===== config.mk =====
export PLATFORM = sky130hd
export DESIGN_NAME = ring_leader_election_node_top_flat
export DESIGN_NICKNAME = d
export VERILOG_FILES = /design/src/design/rle_pkg.sv /design/src/design/rle_in_if.sv /design/src/design/rle_out_if.sv /design/src/design/rle_front.sv /design/src/design/rle_queue.sv /design/src/design/rle_back.sv /design/src/design/ring_leader_election_node_top.sv /design/src/flat_wrapper.sv
export SDC_FILE = /design/constraint.sdc
export NUM_CORES = 1
export LEC_CHECK = 0
export ABC_AREA = 1
export BUFFER_PORTS_ARGS = -buffer_cell sky130_fd_sc_hd__buf_2
export CAP_MARGIN = 20
export CORE_AREA = 2 2 200 202
export DETAILED_ROUTE_END_ITERATION = 12
export DIE_AREA = 0 0 202 204
export GPL_TIMING_DRIVEN = 0
export PLACE_DENSITY = 0.68
export SYNTH_ARGS = -nofsm -noshare
export SYNTH_HDL_FRONTEND = slang
export SYNTH_SLANG_ARGS = --single-unit

===== constraint.sdc =====
create_clock -name clk -period 12.3 [get_ports clk]
set_input_delay 0.615 -clock clk [delete_from_list [all_inputs] [get_ports clk]]
set_output_delay 0.615 -clock clk [all_outputs]
set_load 0.005 [all_outputs]

===== src/design/rle_pkg.sv =====
// ----------------------------------------------------------------------------
// rle_pkg
// Shared types, codes and helpers for the ring leader election node.
// ----------------------------------------------------------------------------
package rle_pkg;

  localparam int UID_W   = 32;
  localparam int NODE_W  = 10;
  localparam int HOPS_W  = 12;
  localparam int PHASE_W = 4;

  localparam logic [HOPS_W-1:0]  HOPS_TOP  = 12'd2048;
  localparam logic [PHASE_W-1:0] PHASE_TOP = 4'd15;

  // input opcodes
  localparam logic [1:0] OP_START = 2'd0;
  localparam logic [1:0] OP_MSG   = 2'd1;
  localparam logic [1:0] OP_END   = 2'd2;

  // configuration register indexes
  localparam logic CFG_OWN_UID  = 1'b0;
  localparam logic CFG_OWN_NODE = 1'b1;

  // depth of the queue between front and back
  localparam int QUEUE_DEPTH = 2;

  typedef struct packed {
    logic [1:0]        opcode;
    logic              msg_is_declaration;
    logic [UID_W-1:0]  msg_uid;
    logic [NODE_W-1:0] msg_node;
    logic [HOPS_W-1:0] msg_hops;
    logic              from_right;
  } in_item_t;

  typedef struct packed {
    logic              send_valid;
    logic              to_right;
    logic              out_is_declaration;
    logic [UID_W-1:0]  out_uid;
    logic [NODE_W-1:0] out_node;
    logic [HOPS_W-1:0] out_hops;
    logic              is_leader;
    logic              is_active;
    logic              last;
  } result_t;

  typedef enum logic [1:0] {
    CMD_START,
    CMD_MSG,
    CMD_END,
    CMD_NOP
  } cmd_kind_t;

  // classified request handed from front to back
  typedef struct packed {
    cmd_kind_t         kind;
    logic              is_decl;
    logic [UID_W-1:0]  uid;
    logic [NODE_W-1:0] node;
    logic [HOPS_W-1:0] hops;
    logic [HOPS_W-1:0] hops_dec;
    logic              right;
    logic              uid_gt;
    logic              uid_eq;
    logic              hops_gt1;
    logic              hops_eq1;
    logic              hops_zero;
  } cmd_t;

  // 2^e, saturating at the top hop count
  function automatic logic [HOPS_W-1:0] pow_hops(input logic [PHASE_W:0] e);
    pow_hops = (e >= 5'd11) ? HOPS_TOP : (12'd1 << e);
  endfunction

endpackage


===== src/design/rle_in_if.sv =====
// ----------------------------------------------------------------------------
// rle_in_if
// Input request channel: valid, ready and one input item.
// ----------------------------------------------------------------------------
interface rle_in_if;
  logic             valid;
  logic             ready;
  rle_pkg::in_item_t payload;

  modport source (output valid, output payload, input ready);
  modport sink   (input valid, input payload, output ready);
endinterface


===== src/design/rle_out_if.sv =====
// ----------------------------------------------------------------------------
// rle_out_if
// Result request channel: valid, ready and one result item.
// ----------------------------------------------------------------------------
interface rle_out_if;
  logic             valid;
  logic             ready;
  rle_pkg::result_t payload;

  modport source (output valid, output payload, input ready);
  modport sink   (input valid, input payload, output ready);
endinterface


===== src/design/rle_front.sv =====
// ----------------------------------------------------------------------------
// rle_front
// Accepts input items and classifies them; does the wide uid compares.
// ----------------------------------------------------------------------------
module rle_front (
  rle_in_if.sink                        in_ch,
  input  logic [rle_pkg::UID_W-1:0]     own_uid,
  output logic                          cmd_valid,
  output rle_pkg::cmd_t                 cmd,
  input  logic                          cmd_ready
);
  import rle_pkg::*;

  // pass the handshake straight to the queue
  assign cmd_valid   = in_ch.valid;
  assign in_ch.ready = cmd_ready;

  // decode opcode and precompute comparisons
  always_comb begin
    case (in_ch.payload.opcode)
      OP_START: cmd.kind = CMD_START;
      OP_MSG:   cmd.kind = CMD_MSG;
      OP_END:   cmd.kind = CMD_END;
      default:  cmd.kind = CMD_NOP;
    endcase
    cmd.is_decl   = in_ch.payload.msg_is_declaration;
    cmd.uid       = in_ch.payload.msg_uid;
    cmd.node      = in_ch.payload.msg_node;
    cmd.hops      = in_ch.payload.msg_hops;
    cmd.hops_dec  = in_ch.payload.msg_hops - 12'd1;
    cmd.right     = in_ch.payload.from_right;
    cmd.uid_gt    = in_ch.payload.msg_uid > own_uid;
    cmd.uid_eq    = in_ch.payload.msg_uid == own_uid;
    cmd.hops_gt1  = in_ch.payload.msg_hops > 12'd1;
    cmd.hops_eq1  = in_ch.payload.msg_hops == 12'd1;
    cmd.hops_zero = in_ch.payload.msg_hops == 12'd0;
  end
endmodule


===== src/design/rle_queue.sv =====
// ----------------------------------------------------------------------------
// rle_queue
// Short FIFO between front and back so each side stalls on its own.
// ----------------------------------------------------------------------------
module rle_queue (
  input  logic          clk,
  input  logic          rst,
  input  logic          wr_valid,
  input  rle_pkg::cmd_t wr_data,
  output logic          wr_ready,
  output logic          rd_valid,
  output rle_pkg::cmd_t rd_data,
  input  logic          rd_ready
);
  import rle_pkg::*;

  localparam int PTR_W = $clog2(QUEUE_DEPTH);
  localparam int CNT_W = $clog2(QUEUE_DEPTH + 1);

  cmd_t             mem [QUEUE_DEPTH];
  logic [PTR_W-1:0] wr_ptr;
  logic [PTR_W-1:0] rd_ptr;
  logic [CNT_W-1:0] count;
  logic             push;
  logic             pop;

  assign wr_ready = count != CNT_W'(QUEUE_DEPTH);
  assign rd_valid = count != '0;
  assign rd_data  = mem[rd_ptr];
  assign push     = wr_valid && wr_ready;
  assign pop      = rd_valid && rd_ready;

  // storage
  always_ff @(posedge clk) begin
    if (push) begin
      mem[wr_ptr] <= wr_data;
    end
  end

  // pointers and fill count
  always_ff @(posedge clk) begin
    if (rst) begin
      wr_ptr <= '0;
      rd_ptr <= '0;
      count  <= '0;
    end else begin
      if (push) begin
        wr_ptr <= (wr_ptr == PTR_W'(QUEUE_DEPTH - 1)) ? '0 : wr_ptr + 1'b1;
      end
      if (pop) begin
        rd_ptr <= (rd_ptr == PTR_W'(QUEUE_DEPTH - 1)) ? '0 : rd_ptr + 1'b1;
      end
      if (push && !pop) begin
        count <= count + 1'b1;
      end else if (pop && !push) begin
        count <= count - 1'b1;
      end
    end
  end
endmodule


===== src/design/rle_back.sv =====
// ----------------------------------------------------------------------------
// rle_back
// Carries out classified requests against the election state and drives
// the result channel through an output register and a second-result hold.
// ----------------------------------------------------------------------------
module rle_back (
  input  logic                       clk,
  input  logic                       rst,
  input  logic [rle_pkg::UID_W-1:0]  own_uid,
  input  logic [rle_pkg::NODE_W-1:0] own_node,
  input  logic                       cmd_valid,
  input  rle_pkg::cmd_t              cmd,
  output logic                       cmd_ready,
  rle_out_if.source                  out_ch
);
  import rle_pkg::*;

  // election state
  logic [PHASE_W-1:0] phase,          phase_next;
  logic               phase_changed,  phase_changed_next;
  logic               left_returned,  left_returned_next;
  logic               right_returned, right_returned_next;
  logic               leader_flag,    leader_flag_next;
  logic               seen_leader,    seen_leader_next;
  logic               node_active,    node_active_next;
  logic               skip_round,     skip_round_next;
  logic [UID_W-1:0]   decl_uid,       decl_uid_next;
  logic [NODE_W-1:0]  decl_node,      decl_node_next;
  logic [HOPS_W-1:0]  decl_hops,      decl_hops_next;

  // result staging
  logic    out_valid;
  result_t out_data;
  logic    pend_valid;
  result_t pend_data;
  result_t res0;
  result_t res1;
  logic    two;
  logic    out_free;
  logic    exec;

  assign out_free     = !out_valid || out_ch.ready;
  assign cmd_ready    = !pend_valid && out_free;
  assign exec         = cmd_valid && cmd_ready;
  assign out_ch.valid = out_valid;
  assign out_ch.payload = out_data;

  // execute one request
  always_comb begin
    phase_next          = phase;
    phase_changed_next  = phase_changed;
    left_returned_next  = left_returned;
    right_returned_next = right_returned;
    leader_flag_next    = leader_flag;
    seen_leader_next    = seen_leader;
    node_active_next    = node_active;
    skip_round_next     = skip_round;
    decl_uid_next       = decl_uid;
    decl_node_next      = decl_node;
    decl_hops_next      = decl_hops;
    res0 = '0;
    res1 = '0;
    two  = 1'b0;

    case (cmd.kind)
      CMD_START: begin
        if (node_active && (leader_flag || seen_leader)) begin
          node_active_next        = 1'b0;
          two                     = 1'b1;
          res0.send_valid         = 1'b1;
          res0.out_is_declaration = 1'b1;
          res0.out_uid            = decl_uid;
          res0.out_node           = decl_node;
          res0.out_hops           = decl_hops;
          res1                    = res0;
          res1.to_right           = 1'b1;
        end else if (node_active && phase_changed) begin
          phase_changed_next  = 1'b0;
          left_returned_next  = 1'b0;
          right_returned_next = 1'b0;
          two                 = 1'b1;
          res0.send_valid     = 1'b1;
          res0.out_uid        = own_uid;
          res0.out_node       = own_node;
          res0.out_hops       = pow_hops({1'b0, phase});
          res1                = res0;
          res1.to_right       = 1'b1;
        end
      end
      CMD_MSG: begin
        if (node_active && !skip_round) begin
          if (cmd.is_decl) begin
            decl_uid_next    = cmd.uid;
            decl_node_next   = cmd.node;
            decl_hops_next   = cmd.hops;
            seen_leader_next = 1'b1;
            skip_round_next  = 1'b1;
          end else if (cmd.uid_gt && cmd.hops_gt1) begin
            // pass the probe on
            res0.send_valid = 1'b1;
            res0.to_right   = !cmd.right;
            res0.out_uid    = cmd.uid;
            res0.out_node   = own_node;
            res0.out_hops   = cmd.hops_dec;
          end else if (cmd.uid_gt && cmd.hops_eq1) begin
            // turn the probe back as a reply
            res0.send_valid = 1'b1;
            res0.to_right   = cmd.right;
            res0.out_uid    = cmd.uid;
            res0.out_node   = own_node;
          end else if (cmd.uid_eq) begin
            if (!cmd.hops_zero) begin
              leader_flag_next = 1'b1;
              decl_uid_next    = own_uid;
              decl_node_next   = own_node;
              decl_hops_next   = pow_hops({1'b0, phase} + 5'd1);
            end else if (cmd.right) begin
              right_returned_next = 1'b1;
            end else begin
              left_returned_next = 1'b1;
            end
          end else if (cmd.hops_zero) begin
            // relay a reply of another node
            res0.send_valid = 1'b1;
            res0.to_right   = !cmd.right;
            res0.out_uid    = cmd.uid;
            res0.out_node   = own_node;
          end
        end
      end
      CMD_END: begin
        if (node_active && !skip_round && left_returned && right_returned) begin
          if (phase != PHASE_TOP) begin
            phase_next = phase + 1'b1;
          end
          phase_changed_next = 1'b1;
        end
        skip_round_next = 1'b0;
      end
      default: begin
      end
    endcase

    res0.is_leader = leader_flag_next;
    res0.is_active = node_active_next;
    res0.last      = !two;
    res1.is_leader = leader_flag_next;
    res1.is_active = node_active_next;
    res1.last      = 1'b1;
  end

  // state update
  always_ff @(posedge clk) begin
    if (rst) begin
      phase          <= '0;
      phase_changed  <= 1'b1;
      left_returned  <= 1'b0;
      right_returned <= 1'b0;
      leader_flag    <= 1'b0;
      seen_leader    <= 1'b0;
      node_active    <= 1'b1;
      skip_round     <= 1'b0;
      decl_uid       <= '0;
      decl_node      <= '0;
      decl_hops      <= '0;
    end else if (exec) begin
      phase          <= phase_next;
      phase_changed  <= phase_changed_next;
      left_returned  <= left_returned_next;
      right_returned <= right_returned_next;
      leader_flag    <= leader_flag_next;
      seen_leader    <= seen_leader_next;
      node_active    <= node_active_next;
      skip_round     <= skip_round_next;
      decl_uid       <= decl_uid_next;
      decl_node      <= decl_node_next;
      decl_hops      <= decl_hops_next;
    end
  end

  // output register and second-result hold
  always_ff @(posedge clk) begin
    if (rst) begin
      out_valid  <= 1'b0;
      pend_valid <= 1'b0;
    end else if (out_free) begin
      if (pend_valid) begin
        out_valid  <= 1'b1;
        pend_valid <= 1'b0;
      end else begin
        out_valid  <= cmd_valid;
        pend_valid <= cmd_valid && two;
      end
    end
  end

  always_ff @(posedge clk) begin
    if (out_free) begin
      if (pend_valid) begin
        out_data <= pend_data;
      end else if (cmd_valid) begin
        out_data  <= res0;
        pend_data <= res1;
      end
    end
  end
endmodule


===== src/design/ring_leader_election_node_top.sv =====
// ----------------------------------------------------------------------------
// ring_leader_election_node_top
// One node of a bidirectional ring running Hirschberg-Sinclair election.
//
//   channel  dir  handshake         carries
//   in_ch    in   valid/ready       opcode and received message
//   out_ch   out  valid/ready       one send or status result
//   cfg      in   cfg_we only       own_uid (index 0), own_node (index 1)
//
// Each result passes through the back side's output register; a round
// start that sends gives two results, the second held until the first is
// taken, and every other item one. A two-entry queue lets input be taken while results stall.
// Reset is synchronous and clears all control and election state; no
// clearing pass is needed.
// ----------------------------------------------------------------------------
module ring_leader_election_node_top (
  input  logic                       clk,
  input  logic                       rst,
  rle_in_if.sink                     in_ch,
  rle_out_if.source                  out_ch,
  input  logic                       cfg_we,
  input  logic                       cfg_index,
  input  logic [rle_pkg::UID_W-1:0]  cfg_data
);
  import rle_pkg::*;

  logic [UID_W-1:0]  own_uid;
  logic [NODE_W-1:0] own_node;
  logic              f_valid;
  cmd_t              f_cmd;
  logic              f_ready;
  logic              q_valid;
  cmd_t              q_cmd;
  logic              q_ready;

  // configuration registers
  always_ff @(posedge clk) begin
    if (rst) begin
      own_uid  <= '0;
      own_node <= '0;
    end else if (cfg_we) begin
      case (cfg_index)
        CFG_OWN_UID:  own_uid  <= cfg_data;
        CFG_OWN_NODE: own_node <= cfg_data[NODE_W-1:0];
        default: begin
        end
      endcase
    end
  end

  // front: accept and classify
  rle_front u_front (
    .in_ch     (in_ch),
    .own_uid   (own_uid),
    .cmd_valid (f_valid),
    .cmd       (f_cmd),
    .cmd_ready (f_ready)
  );

  // queue between front and back
  rle_queue u_queue (
    .clk      (clk),
    .rst      (rst),
    .wr_valid (f_valid),
    .wr_data  (f_cmd),
    .wr_ready (f_ready),
    .rd_valid (q_valid),
    .rd_data  (q_cmd),
    .rd_ready (q_ready)
  );

  // back: election state and results
  rle_back u_back (
    .clk       (clk),
    .rst       (rst),
    .own_uid   (own_uid),
    .own_node  (own_node),
    .cmd_valid (q_valid),
    .cmd       (q_cmd),
    .cmd_ready (q_ready),
    .out_ch    (out_ch)
  );
endmodule


===== src/flat_wrapper.sv =====
// flat-port wrapper written by rule: the top's interface ports become plain ports
module ring_leader_election_node_top_flat import rle_pkg::*;
  (clk, rst, cfg_we, cfg_index, cfg_data, in_ch_valid, in_ch_payload, in_ch_ready, out_ch_valid, out_ch_payload, out_ch_ready);
  rle_in_if in_ch_i ();
  rle_out_if out_ch_i ();
  input  logic clk;
  input  logic rst;
  input  logic cfg_we;
  input  logic cfg_index;
  input  logic [rle_pkg::UID_W-1:0] cfg_data;
  input wire logic [$bits(in_ch_i.valid)-1:0] in_ch_valid;
  input wire logic [$bits(in_ch_i.payload)-1:0] in_ch_payload;
  output wire logic [$bits(in_ch_i.ready)-1:0] in_ch_ready;
  output wire logic [$bits(out_ch_i.valid)-1:0] out_ch_valid;
  output wire logic [$bits(out_ch_i.payload)-1:0] out_ch_payload;
  input wire logic [$bits(out_ch_i.ready)-1:0] out_ch_ready;
  assign in_ch_i.valid = in_ch_valid;
  assign in_ch_i.payload = in_ch_payload;
  assign in_ch_ready = in_ch_i.ready;
  assign out_ch_valid = out_ch_i.valid;
  assign out_ch_payload = out_ch_i.payload;
  assign out_ch_i.ready = out_ch_ready;
  ring_leader_election_node_top u_core (.clk(clk), .rst(rst), .in_ch(in_ch_i), .out_ch(out_ch_i), .cfg_we(cfg_we), .cfg_index(cfg_index), .cfg_data(cfg_data));
endmodule

# Word level (Yosys, flattened, before mapping)
# Memories as Yosys holds them, arrays and structs flattened. A register that Yosys moved wholly into a read port is not among the register bits.
# Index checks and enable logic that the tools add are counted.
dict set report totals {
  regBits 232
  ramBits 150
  input_bits 96
  output_inout_bits 62
  word_cells 204
  mem_count 1
}
dict set report classes {
  add_sub_neg 7
  order_cmp 4
  eq_ne 23
  shift 2
  n_mux 87
  bitwise_logic 2
  reduce_logical 43
}
# name depth width read_ports rd_ports_with_merged_regs write_ports line
set memory_table {}
lappend memory_table {u_core.u_queue.mem 2 75 1 1 1 rle_queue.sv:20} ;# cmd_t mem [QUEUE_DEPTH];
# cell count
set ops {}
lappend ops {{$mux 60} 4}
lappend ops {{$mux 54} 4}
lappend ops {{$mux 42} 4}
lappend ops {{$mux 32} 5}
lappend ops {{$pmux 54 s2} 1}
lappend ops {{$mux 12} 8}
lappend ops {{$mux 10} 5}
lappend ops {{$mux 1} 42}
lappend ops {{$eq 32x32->1} 1}
lappend ops {{$gt 32x32->1} 1}
lappend ops {{$ne 2x2->1 const B} 11}
lappend ops {{$reduce_and 11->1} 2}
lappend ops {{$mux 2} 8}
lappend ops {{$reduce_bool 2->1} 7}
lappend ops {{$logic_and 1x1->1} 13}
lappend ops {{$eq 12x1->1 const B} 1}
lappend ops {{$gt 12x1->1 const B} 1}
lappend ops {{$logic_not 12->1} 1}
lappend ops {{$reduce_and 4->1} 3}
lappend ops {{$shl 1x4->12 const A} 1}
lappend ops {{$shl 1x5->12 const A} 1}
lappend ops {{$sub 12x1->12 const B} 1}
lappend ops {{$ne 2x1->1 const B} 5}
lappend ops {{$pmux 1 s2} 5}
lappend ops {{19 further kinds} 33}

# Longest topological paths before layout
# Gate-level depths: netlist (run 1).
dict set report logic_depth {
  depth_word 10
  mapped_depth 12
  mapped_depth_nobuf 11
}

# Modules after synthesis
# Synthesis (run 1) repeated with hierarchy kept, for this count alone.
dict set report hier_totals {
  hier_cells 2066
  hier_area_um2 18826.8
}
# module n_inst cells_per_inst area_per_inst_um2 seq_area_each_um2
set modules_own_cells {}
lappend modules_own_cells {rle_back 1 1294 9608.0 4884.7}
lappend modules_own_cells {rle_queue 1 270 5853.1 4604.4}
lappend modules_own_cells {ring_leader_election_node_top 1 253 1730.4 840.8}
lappend modules_own_cells {rle_front 1 249 1635.3 0.0}

# Least setup slack after synthesis (run 1)
# OpenSTA, ideal clock, no wires.
dict set report synth_path {
  kind {in2reg}
  start {input port in_ch_valid}
  end {memory u_core.u_queue.mem[1][0] in the netlist's numbering (enable)}
  setup_time_ns 0.510
  t_arrival_ns 3.853
  t_required_ns 11.790
  setup_slack_ns 7.937
  stages 2
  n_path_buf 0
  cell_sequence {nand2_1 > nor2_1}
}
dict set report synth_via {
  elab_chain_cells 3
}
# item line
set synth_rtl {}
lappend synth_rtl {{start, declared} flat_wrapper.sv:11} ;# input wire logic [$bits(in_ch_i.valid)-1:0] in_ch_valid;
lappend synth_rtl {{$logic_and 1x1->1} rle_queue.sv:30} ;# assign push = wr_valid && wr_ready;
lappend synth_rtl {{$mux 1} rle_queue.sv:35} ;# if (push) begin
lappend synth_rtl {{$mux 1 (implied by the code)} rle_queue.sv:36} ;# mem[wr_ptr] <= wr_data;
lappend synth_rtl {{end, declared} rle_queue.sv:20}
# Every way passes these cells.

# Worst setup path after layout (run 1)
dict set report layout_path {
  start {register u_core.u_queue.count[0]}
  end {memory u_core.u_queue.mem[1][16] in the netlist's numbering (enable)}
}
dict set report layout_via {
  elab_chain_cells 4
}
# item line
set layout_rtl {}
lappend layout_rtl {{start, declared} rle_queue.sv:23} ;# logic [CNT_W-1:0] count;
lappend layout_rtl {{start signal, assigned} rle_queue.sv:54} ;# count <= count + 1'b1;
lappend layout_rtl {{start signal, assigned} rle_queue.sv:56} ;# count <= count - 1'b1;
lappend layout_rtl {{$ne 2x2->1} rle_queue.sv:27} ;# assign wr_ready = count != CNT_W'(QUEUE_DEPTH);
lappend layout_rtl {{$logic_and 1x1->1} rle_queue.sv:30}
lappend layout_rtl {{$mux 1} rle_queue.sv:35}
lappend layout_rtl {{$mux 1 (implied by the code)} rle_queue.sv:36}
# Every way passes these cells.

==> results.py, run 1 <==
metrics = {
    "cts": {
        "post_cts_resized": 0,
        "clock_path_buffers": 3,
        "ctsHtreeMaxLevel": 2,
        "cts.clk_slew.worst_paths_ns": 0.06,
        "cts_buffers": 41,
        "cts_tree": "done",
        "cts.sink_count": 382,
        "cts_hold_buf": 0,
        "clkLatencyLatePin_ns": 0.56,
        "post_cts.repair.setup_buffers": 0,
        "clock-root-buffer": "clkbuf_16",
    },
    "timing": {
        "setup_slack_ns": 9.89,
        "fin_skew_ns": 0.0252,
        "tns_ns": 0,
        "setup_viol": 0,
        "finalHoldViolCount": 0,
        "worst_pin_slew_ns": 0.891,
        "relSlewSlack_pct": 40.5,
        "slew_violations": 0,
        "period_needed_ns": 2.41,
        "post-route-period-util_pct": 19.6,
        "grt_setup_unrepaired": "no",
        "timing.fmax_mhz": 415,
    },
    "die": {
        "die_w_um": 202,
        "core-area_mm2": 0.0392,
        "initial_core_util_pct": 44.4,
        "pin_count": 158,
        "rows": 73,
        "dieArea_mm2": 0.0412,
        "die_h_um": 204,
    },
    "worst_setup_path": {
        "crit_path_end_kind": "flip-flop",
        "arrival_ns": 2.64,
        "critPathLaunchType": "flip-flop",
        "critPathSlowestCell": "nor2_4",
        "crit_chain": "inv_1 -> nand2_1 -> nand2_1 -> nor2_4 -> buf_12 -> buf_12",
        "critPathBufInv": 3,
        "cp_top_family": "simple AND/OR/NAND/NOR gates",
        "critical_path_required_ns": 12.53,
        "worstSetupPathType": "flip-flop to flip-flop",
        "critPathMaxStageDelay_ns": 0.74,
        "worstPathMaxFanout": 30,
    },
    "yosys": {
        "yosysUniqueCellTypes": 35,
        "yosysTopAreaCellShare_pct": 46.2,
        "ys_seq_area_share_pct": 59.3,
        "synth_top_area_cell": "edfxtp_1",
        "synthesis.area_mm2": 0.0174,
        "synth-seq-cells": 382,
        "syn_inst": 1935,
        "avgSynthCellArea_um2": 9.00,
        "synthArstFlopShare_pct": 0,
        "ys_warn_count": 0,
        "synthFlopType": "edfxtp_1",
        "synth_edf_count": 268,
        "synthTopCellsByArea": "edfxtp_1 46%, nand2_1 13%, dfxtp_1 13%, nor2_1 4.7%, o21ai_0 3.7%",
        "synth_nets": 2073,
    },
    "placement": {
        "hpwl_um": 34800,
        "dp_slack_ns": 9.72,
        "gp_congestion": 0.895,
        "portBuffers": 155,
        "place_area_mm2": 0.0191,
        "post-place-cells": 2625,
    },
    "route": {
        "drt-wirelength-per-cell_um": 17.6,
        "routed_wl_um": 47500,
        "drt-initial-drc-count": 1400,
        "first_pass_iters": 5,
        "antenna_left": 0,
        "drc": 0,
        "viasPerCell": 5.10,
        "vias": 13778,
    },
    "layout": {
        "final_common_cell": "nand2_1",
        "drive_gt1_share_pct": 13.7,
        "instances_no_fill": 2701,
        "area_delta_synth_final_pct": 17.2,
        "fillCellCount": 3561,
        "final_area_mm2": 0.0204,
        "nets": 2281,
        "final_cell_mix": "613 x nand2_1, 268 x edfxtp_1, 214 x nor2_1",
    },
    "pwr": {
        "ir_worst_vdd_v": 0.000126,
        "power.density_mw_per_mm2": 225,
        "leakage_nw": 9.16,
    },
    "grt": {
        "antenna_found_initial": 2,
        "gr-total-overflow": 0,
        "grt_use_total_pct": 23.0,
        "grt_max_degree": 31,
        "grt_pass1_wl_um": 72800,
        "grt_pass1_vias": 13093,
    },
    "job": {
        "cap_violations": 0,
    },
    "hold_path": {
        "min_path_type": "primary input to flip-flop",
    },
    "status": {
        "outcome": "finished clean",
    },
}
==> logic make-up after synthesis <==
| group | count (synthesis) | share of synthesized area [%] |
|---|---|---|
| AO/OA/AOI/OAI | 266 | 7.88 |
| XOR/XNOR | 12 | 0.604 |
| adder cells (fa/ha/maj) | 42 | 3.02 |
| buffers and inverters | 272 | 6.52 |
| flip-flops | 382 | 59.3 |
| AND/OR/NAND/NOR | 961 | 22.7 |
==> synth_stat cells (3+ instances only) <==
cell      number
inv_1        167
o22ai_1       11
nand4_1        9
buf_6          5
clkinv_1       4
dfxtp_1      114
buf_2         39
a21o_1         4
a21oi_1      115
xor2_1         6
nor2_1       216
nand3_1       64
o21ai_0      129
buf_4          6
nand3b_1      44
nor3_1         5
ha_1          42
edfxtp_1     268
clkbuf_1      40
inv_2          6
xnor2_1        6
o211ai_1       4
nand2_1      613
buf_1          4
nand2_2        3
==> area by class of cell <==
cell class | instances | area (µm²) | share of cell area (%)
inverter | 178 | 673 | 3.30
tap | 525 | 657 | 3.22
multi-input combinational | 1281 | 5970 | 29.3
timing repair buffer | 165 | 988 | 4.85
sequential | 382 | 10300 | 50.6
clock inverter | 27 | 240 | 1.18
antenna | 1 | 2.50 | 0.0123
buffer | 94 | 462 | 2.26
clock buffer | 48 | 1070 | 5.26
==> worst reg2reg max path: stages (launching register included) <==
cell and delay (ns):
dfxtp_1 0.36, inv_1 0.08, nand2_1 0.15, nand2_1 0.23
nor2_4 0.74, buf_12 0.29, buf_12 0.23
==> per-stage QoR <==
stage               utilization, %  power (W)  hold slack [ns]
floorplan                        -    0.00279            0.431
global placement              48.1    0.00333            0.443
detailed placement            48.7    0.00340            0.452
CTS                           52.1    0.00461            0.245
global route                  52.1    0.00485            0.246
finish                        52.1    0.00460            0.264
==> power breakdown <==
part | switching [W] | internal [W]
sequential | 0.000103 | 0.00179
clock | 0.000505 | 0.000708
combinational | 0.00103 | 0.000453
total | 0.00164 | 0.00296
==> sequential cells by signal (all words and copies together), names as in the netlist, 2 cells and up, named ones only <==
register                      cells
u_core.own_node                  10
u_core.u_queue.count              2
u_core.own_uid                   32
u_core.u_back.out_ch.payload     60
u_core.u_queue.mem              150
u_core.u_back.pend_data          58
u_core.u_back.decl_hops          12
u_core.u_back.decl_node          10
u_core.u_back.phase               4
u_core.u_back.decl_uid           32
==> final timing paths <==
kind	start	end	slack (ns)	depth (start not counted)
worst max-delay path	u_core.u_queue.count[0]	u_core.u_queue.mem[1][16]	9.89	6
worst min-delay path	in_ch_payload[20]	u_core.u_queue.mem[0][37]	0.26	1
worst max register to register	u_core.u_queue.count[0]	u_core.u_queue.mem[1][16]	9.89	6
worst min register to register	u_core.u_back.skip_round	u_core.u_back.skip_round	0.46	2
==> per-layer routing <==
metal / track usage, % / up-vias / routed length [µm]
li1: - / 6741 / -
met1: 31.5 / 6444 / 20800
met2: 36.4 / 503 / 21500
met3: 4.61 / 90 / 3800
met4: 7.96 / 0 / 1430
met5: 0 / - / 0
(Power assumes the default switching activity.)
==> inputs of run 2 (changes only) <==
Clock period 12.3 ns to 2.3 ns, I/O delays scaled along.
==> results.py, run 2 (synthesis results as in run 1) <==
metrics = {
    "timing": {
        "timing.fmax_mhz": 453,
        "setup_viol": 0,
        "fin_skew_ns": 0.0299,
        "period_needed_ns": 2.21,
        "finalHoldViolCount": 0,
        "worst_pin_slew_ns": 0.781,
        "slew_violations": 0,
        "post-route-period-util_pct": 95.9,
        "relSlewSlack_pct": 47.9,
    },
    "layout": {
        "nets": 2374,
        "instances_no_fill": 2792,
        "fillCellCount": 3471,
        "regMostFlops": "u_core.u_queue.mem",
        "final_common_cell": "nand2_1",
        "largest_register_ffs": 150,
        "area_delta_synth_final_pct": 23.0,
        "final_cell_mix": "612 x nand2_1, 268 x edfxtp_1, 209 x nor2_1",
        "final_area_mm2": 0.0214,
        "drive_gt1_share_pct": 13.4,
    },
    "worst_setup_path": {
        "cp_top_family": "simple AND/OR/NAND/NOR gates",
        "crit_top_cell": "nand2_1",
        "crit_path_end_kind": "flip-flop",
        "arrival_ns": 2.50,
        "critical_path_required_ns": 2.59,
        "critPathBufInv": 3,
        "worstSetupPathType": "flip-flop to flip-flop",
        "crit_chain": "inv_2 -> clkbuf_4 -> nand2_1 -> nand2_1 -> nor2_4 -> nand2_2 -> buf_2 -> nor2_1 -> a21oi_1 -> nand2_1 -> nand2_1 -> nand2_1",
        "worstPathMaxFanout": 10,
        "critPathSlowestCell": "dfxtp_2",
        "critPathLaunchType": "flip-flop",
        "critPathMaxStageDelay_ns": 0.35,
    },
    "grt": {
        "gr-total-overflow": 0,
        "grt_pass1_wl_um": 76200,
        "grt_max_degree": 31,
        "grt_use_total_pct": 24.0,
        "use_met1_pct": 32.3,
        "grt_pass1_vias": 13729,
        "gr-usage-met2_pct": 38.7,
        "antenna_found_initial": 1,
        "grt-busiest-layer": "met2",
        "grt_use_met3_pct": 3.44,
    },
    "pwr": {
        "ir_worst_vdd_v": 0.000553,
        "power.density_mw_per_mm2": 1170,
        "leakage_nw": 9.60,
    },
    "cts": {
        "ctsHtreeMaxLevel": 2,
        "clkLatencyLatePin_ns": 0.55,
        "cts_tree": "done",
        "cts.clk_slew.worst_paths_ns": 0.06,
        "clock-root-buffer": "clkbuf_16",
        "clock_path_buffers": 3,
        "cts.sink_count": 382,
        "cts_buffers": 39,
    },
    "route": {
        "drt-initial-drc-count": 1187,
        "first_pass_iters": 6,
        "antenna_left": 0,
        "drt-wirelength-per-cell_um": 18.0,
        "vias": 14171,
        "viasPerCell": 5.08,
        "drc": 0,
        "routed_wl_um": 50100,
    },
    "die": {
        "die_h_um": 204,
        "pin_count": 158,
        "dieArea_mm2": 0.0412,
        "die_w_um": 202,
        "core-area_mm2": 0.0392,
        "initial_core_util_pct": 44.4,
        "rows": 73,
    },
    "placement": {
        "hpwl_um": 35500,
        "portBuffers": 155,
        "place_area_mm2": 0.0191,
        "post-place-cells": 2624,
        "gp_congestion": 0.887,
    },
    "status": {
        "outcome": "finished clean",
    },
    "job": {
        "cap_violations": 0,
    },
    "hold_path": {
        "min_path_type": "primary input to flip-flop",
    },
}
==> run 2: power breakdown <==
part	switching [W]	internal [W]
clock	0.00266	0.00386
combinational	0.00571	0.00262
sequential	0.000568	0.00960
==> run 2: stage by stage <==
stage	util, %	hold WS (ns)	TNS (ns)	setup slack, ns	power, W
after floorplan	-	0.180	-77.29	-0.787	0.0149
after global placement	48.3	0.306	-430.60	-2.22	0.0173
after detailed placement	48.8	0.306	-13.76	-0.287	0.0183
after CTS	54.5	0.156	0	0.0221	0.0249
after global routing	54.7	0.191	-0.0168	-0.00765	0.0263
final	54.7	0.178	0	0.0934	0.0250
==> run 2: metal layers <==
| metal | vias up | part of all wire [%] | wire [µm] |
|---|---|---|---|
| met5 | - | 0 | 0 |
| met4 | 0 | 4.2 | 2120 |
| met3 | 128 | 7.7 | 3840 |
| met1 | 6511 | 42 | 21300 |
| li1 | 6936 | - | - |
| met2 | 596 | 46 | 22900 |
==> run 2: final timing paths <==
kind | slack [ns] | depth (start not counted) | endpoint | start
worst min-delay path | 0.18 | 5 | u_core.own_uid[14] | cfg_index
worst max-delay path | 0.09 | 12 | u_core.u_back.out_ch.payload[38] | flip-flop
worst min register to register | 0.46 | 2 | u_core.u_back.skip_round | u_core.u_back.skip_round
worst max register to register | 0.09 | 12 | u_core.u_back.out_ch.payload[38] | flip-flop
==> run 2: area by class of cell <==
| type | count | area [µm²] | area share, % |
|---|---|---|---|
| Buffer | 94 | 510 | 2.38 |
| Inverter | 178 | 673 | 3.14 |
| Clock inverter | 18 | 221 | 1.03 |
| Multi-Input combinational cell | 1283 | 6030 | 28.1 |
| Sequential cell | 382 | 10300 | 48.2 |
| Clock buffer | 53 | 1080 | 5.04 |
| Tap cell | 525 | 657 | 3.07 |
| Timing Repair Buffer | 258 | 1920 | 8.95 |
| Antenna cell | 1 | 2.50 | 0.0117 |
==> run 2: tightest hold or removal path, stage by stage <==
cell and delay, ns:
buf_2 0.09, nor2_1 0.05, clkinv_1 0.21, o21ai_0 0.12, a21oi_1 0.11
==> run 2: timing repair <==
item / CTS / global route
hold endpoints to repair: 171 / 0
pin swaps: 1 / 4
buffers inserted: 1 / 1
resized for setup: 2 / 12
endpoints found under the setup margin: 95 / 123
cloned: 0 / 2
hold buffers: 92 / 0
